`src/sv/sparse_table_range_min_top_defines.svh`:
```
// Assertion macros used by the range-minimum engine's controller, strmq_ctrl.
`ifndef SPARSE_TABLE_RANGE_MIN_TOP_DEFINES_SVH
`define SPARSE_TABLE_RANGE_MIN_TOP_DEFINES_SVH
`ifndef SYNTHESIS
// Same-cycle implication, checked on clk and disabled during reset.
`define STRMQ_ASSERT_IMP(lbl, ante, cons, msg) \
  lbl: assert property (@(posedge clk) disable iff (!rst_n) (ante) |-> (cons)) \
    else $error(msg);
// Next-cycle implication, checked on clk and disabled during reset.
`define STRMQ_ASSERT_NXT(lbl, ante, cons, msg) \
  lbl: assert property (@(posedge clk) disable iff (!rst_n) (ante) |=> (cons)) \
    else $error(msg);
`else
`define STRMQ_ASSERT_IMP(lbl, ante, cons, msg)
`define STRMQ_ASSERT_NXT(lbl, ante, cons, msg)
`endif
`endif

```
`src/sv/strmq_pkg.sv`:
```
// Types and constants shared by the range-minimum engine modules.
`default_nettype none

package strmq_pkg;

  localparam int OPCODE_W = 2;
  localparam int VALUE_W  = 32;
  localparam int START_W  = 10;
  localparam int END_W    = 11;
  localparam int POS_W    = 10;
  localparam int STATUS_W = 2;

  typedef enum logic [OPCODE_W-1:0] {
    OP_APPEND = 2'd0,
    OP_QUERY  = 2'd1,
    OP_CLEAR  = 2'd2
  } opcode_t;

  typedef enum logic [STATUS_W-1:0] {
    STS_OK    = 2'd0,
    STS_EMPTY = 2'd1,
    STS_PAST  = 2'd2,
    STS_FULL  = 2'd3
  } status_t;

  // Commands from the controller to the datapath.
  typedef struct packed {
    logic capture;
    logic simple;
    logic app_base;
    logic app_lvl;
    logic app_done;
    logic q_rd0;
    logic q_rd1;
    logic q_cmp;
  } dp_cmd_t;

  // Status from the datapath to the controller.
  typedef struct packed {
    logic need_append;
    logic need_query;
    logic more;
  } dp_sts_t;

endpackage

`default_nettype wire

```
`src/sv/strmq_ctrl.sv`:
```
// Controller state machine that sequences appends, queries and the output item.
`default_nettype none
`include "sparse_table_range_min_top_defines.svh"

module strmq_ctrl
  import strmq_pkg::*;
(
  input  wire logic    clk,
  input  wire logic    rst_n,
  input  wire logic    in_valid,
  output logic         in_ready,
  output logic         out_valid,
  input  wire logic    out_ready,
  input  wire dp_sts_t sts,
  output dp_cmd_t      cmd
);

  typedef enum logic [2:0] {
    S_IDLE,
    S_DECODE,
    S_APP_BASE,
    S_APP_LVL,
    S_Q_RD0,
    S_Q_RD1,
    S_Q_CMP
  } state_t;

  state_t state_r, state_nxt;
  logic   out_valid_r, out_valid_nxt;
  logic   load_any;

  always_comb begin
    cmd       = '0;
    state_nxt = state_r;
    unique case (state_r)
      S_IDLE: begin
        if (in_valid) begin
          cmd.capture = 1'b1;
          state_nxt   = S_DECODE;
        end
      end
      S_DECODE: begin
        // Work starts only once the output register is free to take the result.
        if (!out_valid_r || out_ready) begin
          priority if (sts.need_append) begin
            state_nxt = S_APP_BASE;
          end else if (sts.need_query) begin
            state_nxt = S_Q_RD0;
          end else begin
            cmd.simple = 1'b1;
            state_nxt  = S_IDLE;
          end
        end
      end
      S_APP_BASE: begin
        cmd.app_base = 1'b1;
        cmd.app_done = !sts.more;
        state_nxt    = sts.more ? S_APP_LVL : S_IDLE;
      end
      S_APP_LVL: begin
        cmd.app_lvl  = 1'b1;
        cmd.app_done = !sts.more;
        state_nxt    = sts.more ? S_APP_LVL : S_IDLE;
      end
      S_Q_RD0: begin
        cmd.q_rd0 = 1'b1;
        state_nxt = S_Q_RD1;
      end
      S_Q_RD1: begin
        cmd.q_rd1 = 1'b1;
        state_nxt = S_Q_CMP;
      end
      S_Q_CMP: begin
        cmd.q_cmp = 1'b1;
        state_nxt = S_IDLE;
      end
      default: begin
        state_nxt = S_IDLE;
      end
    endcase
  end

  assign load_any = cmd.simple || cmd.app_done || cmd.q_cmp;

  always_comb begin
    out_valid_nxt = out_valid_r;
    if (load_any) begin
      out_valid_nxt = 1'b1;
    end else if (out_ready) begin
      out_valid_nxt = 1'b0;
    end
  end

  always_ff @(posedge clk) begin
    if (!rst_n) begin
      state_r     <= S_IDLE;
      out_valid_r <= 1'b0;
    end else begin
      state_r     <= state_nxt;
      out_valid_r <= out_valid_nxt;
    end
  end

  assign in_ready  = (state_r == S_IDLE);
  assign out_valid = out_valid_r;

  `STRMQ_ASSERT_NXT(a_one_item, in_valid && in_ready, !in_ready, "item taken while busy")
  `STRMQ_ASSERT_IMP(a_load_free, load_any, !out_valid_r || out_ready, "result overwrote item")
  `STRMQ_ASSERT_IMP(a_out_from_load, $rose(out_valid_r), $past(load_any), "valid without load")

endmodule

`default_nettype wire

```
`config.mk`:
```
export PLATFORM = sky130hd
export DESIGN_NAME = strmq_ctrl
export DESIGN_NICKNAME = d
export VERILOG_FILES = /design/src/sv/strmq_pkg.sv /design/src/sv/strmq_ctrl.sv
export VERILOG_INCLUDE_DIRS = /design/src /design/src/sv
export SDC_FILE = /design/constraint.sdc
export NUM_CORES = 1
export LEC_CHECK = 0
export BUFFER_PORTS_ARGS = -buffer_cell sky130_fd_sc_hd__buf_2
export CORE_AREA = 2 2 39 41
export DETAILED_ROUTE_END_ITERATION = 8
export DIE_AREA = 0 0 41 43
export GPL_ROUTABILITY_DRIVEN = 0
export SYNTH_ARGS = -nofsm -noshare
export SYNTH_HDL_FRONTEND = slang
export SYNTH_SLANG_ARGS = --single-unit
```
`constraint.sdc`:
```
create_clock -name clk -period 1 [get_ports clk]
set_input_delay 0.2 -clock clk [delete_from_list [all_inputs] [get_ports clk]]
set_output_delay 0.2 -clock clk [all_outputs]
set_load 0.01 [all_outputs]
```
==> flow_metrics.tcl <==
set metrics [dict create \
    hold_viol 0 \
    worstReg2RegEnd "state_r[0]" \
    start_kind "register" \
    drc 0 \
    worstSetupEndpointType "output pin" \
    die_h_um 43 \
    die_area_um2 1763 \
    syn_inst 41 \
    crit_buf_inv 2 \
    drv_slew 0 \
    p_seq_share_pct 29.1 \
    slew_headroom_pct 84.85 \
    holdPathEnd "state_r[0]" \
    p_int_w 0.0004483 \
    r2r-start "state_r[1]" \
    post-place-ws_ns -0.1353 \
    switching_share_pct 30.00 \
    grt_pass1_wl_mm 1.311 \
    p_comb_share_pct 40.1 \
    io_pins 17 \
    ys_ff_latch 4 \
    worstSkewPairLatency_ns 0.23 \
    grt_max_degree 7 \
    synth_cell_type_count 24 \
    r2r_slack_ns -0.09 \
    power.density_nw_per_um2 1060 \
    numCtsBuffers 3 \
    drive_gt1_share_pct 73.53 \
    path_cells "buf_12 > nor3_4 > and2_4 > buf_6" \
    skew_ns 0.001544 \
    grt_pass1_vias 336 \
    cts_tree "yes" \
    drv_cap 0 \
    ctsHoldBuffers 0 \
    post-route-period-util_pct 131.8 \
    wl_per_cell_um 10.46 \
    tightestPinTransition_ns 0.2247 \
    tns_ns -2.544 \
    clk_pin_slew_ns 0.04 \
    syn_area_um2 344.1 \
    ys_seq_area_share_pct 23.27 \
    yosysWarnings 0 \
    min_path_type "in2reg" \
    clockBufferDepth 2 \
    vias 384 \
    antenna_found_initial 0 \
    htree_num_levels 1 \
    cp_data_arrival_time_ns 1.12 \
    min_period_ns 1.318 \
    wirelength_um 879 \
    antennaDiodeCount 0 \
    r2r_cells 4 \
    syn_to_final_growth_pct 75.64 \
    status "complete, but fails checks" \
    setup_slack_ns -0.3176 \
    dieWidth_um 41 \
    cpMaxStageDelayCell "dfxtp_4" \
    syn_avg_cell_area_um2 8.392 \
    synth_fp_nets 48 \
    p_leak_nw 0.2997 \
    via_per_inst 4.571 \
    hold_depth 3 \
    rows 14 \
    rsz0062_at_grt "true" \
    port_buffers 16 \
    clock_sinks 4 \
    ant_nets 0 \
    path_delay_family "flip-flops" \
    drt_iter0_markers 6 \
    fin_nets 77 \
    cpPeakStageDelay_ns 0.35 \
    dr.pass1.iters 2 \
    power.share.clock_pct 30.8 \
    power.total_w 0.0006404 \
    dp_hpwl_um 666.7 \
    fmax_mhz 758.9 \
    critPathKind "reg2out" \
    cp_max_fo 4 \
    overflow 0 \
    initial_utilization_pct 24.86 \
    grt_use_total_pct 11.16 \
    min_from "rst_n" \
    violations "negative setup slack" \
    ir_worst_vdd_mv 0.6226 \
    power_switching_w 0.0001921 \
    setup_violations 12 \
    utilization_pct 43.67 \
    cts_root_buf "clkbuf_4" \
    core_region_area_um2 1384 \
    worst_ep_required_time_ns 0.80 \
]
==> worst register-to-register path, delay by kind of cell, from the launching register on <==
| family | cells | cell delay [ns] |
|---|---|---|
| compound gates | 2 | 0.36 |
| flops | 1 | 0.35 |
| buf+inv | 2 | 0.26 |
==> flip-flops by register name, summed over array words and instances, names as in the netlist <==
signal / cells
state_r: 3
out_valid: 1
==> cell usage in the layout (no fill, tap or decap), types with 3 or more instances in the layout <==
cell | Yosys | final
a21oi_1 | 3 | 3
buf_2 | 0 | 15
buf_4 | 1 | 7
buf_6 | 2 | 4
clkbuf_4 | 0 | 3
dfxtp_4 | 0 | 3
nor2_1 | 9 | 7
nor2_2 | 1 | 3
==> metrics by stage <==
step                      hold slack (ns)  instance area, µm²  cells
after floorplan                    0.3062               361.6     41
after global placement             0.4614               496.7     77
after detailed placement           0.4692               496.7     77
after CTS                          0.2176               578.1     82
after global routing               0.2084               604.3     84
final                              0.2137               604.3     84
==> final cells by class <==
| cell class | instances | area [µm²] |
|---|---|---|
| Tap cell | 16 | 20.02 |
| Fill cell | 147 | 779.5 |
| Timing Repair Buffer | 27 | 192.7 |
| Inverter | 2 | 10.01 |
| Clock buffer | 3 | 22.52 |
| Sequential cell | 4 | 92.59 |
| Multi-Input combinational cell | 32 | 266.5 |
==> synthesized netlist by cell type <==
library cell | instances | share of area (%)
nor3_2 | 1 | 2.9
nor3b_2 | 1 | 3.6
a221oi_2 | 1 | 4.4
dfxtp_1 | 4 | 23
nand2b_1 | 2 | 3.6
o311a_1 | 1 | 2.9
nor3_1 | 1 | 1.5
nor2_1 | 9 | 9.8
o21ai_2 | 1 | 2.5
o41ai_2 | 1 | 4.7
nor2_2 | 1 | 1.8
and3_2 | 1 | 2.2
and2_1 | 1 | 1.8
a21oi_1 | 3 | 4.4
nand2_1 | 2 | 2.2
nand3b_1 | 1 | 2.2
a21boi_1 | 1 | 2.2
nand3b_4 | 1 | 5.8
inv_1 | 2 | 2.2
buf_6 | 2 | 6.5
mux2i_1 | 1 | 2.9
nor2b_2 | 1 | 2.5
buf_4 | 1 | 2.2
nor2b_1 | 1 | 1.8
==> how the worst max path moves through the flow <==
stage | startpoint | slack (ns) | depth (start not counted) | endpoint
floorplan | state_r[1] | -0.06 | 3 | cmd[7]
global placement | state_r[0] | -0.13 | 4 | cmd[7]
detailed placement | state_r[0] | -0.14 | 4 | cmd[7]
CTS | state_r[2] | -0.34 | 4 | cmd[7]
global route | state_r[1] | -0.36 | 4 | cmd[7]
finish | state_r[1] | -0.32 | 4 | cmd[7]
==> kinds of logic (layout without fill, tap and decap cells) <==
kind of cell    after synthesis  in the layout  synth area share [%]
mux                           1              1                 2.909
simple gates                 23             23                 41.82
buf+inv                       5             32                 10.91
compound gates                8              8                 21.09
flops                         4              4                 23.27
==> power groups by stage <==
stage,Sequential [W],Clock (W),Combinational (W)
floorplan,0.000183,0,0.000140
global placement,0.000188,0,0.000206
detailed placement,0.000188,0,0.000210
CTS,0.000186,0.000204,0.000244
global route,0.000188,0.000218,0.000279
finish,0.000186,0.000197,0.000257
==> metal layers <==
layer	track usage (%)	part of all wire [%]
met1	13.55	43
met2	16.88	51
met3	4.712	4.4
met4	4.000	1.3
met5	0	0
==> what timing repair did <==
item	CTS	global route
pin swaps	4	3
setup buffers	2	2
gates resized for setup	13	4
setup endpoints to repair	12	13
cloned	0	0
(Power assumes the default switching activity.)
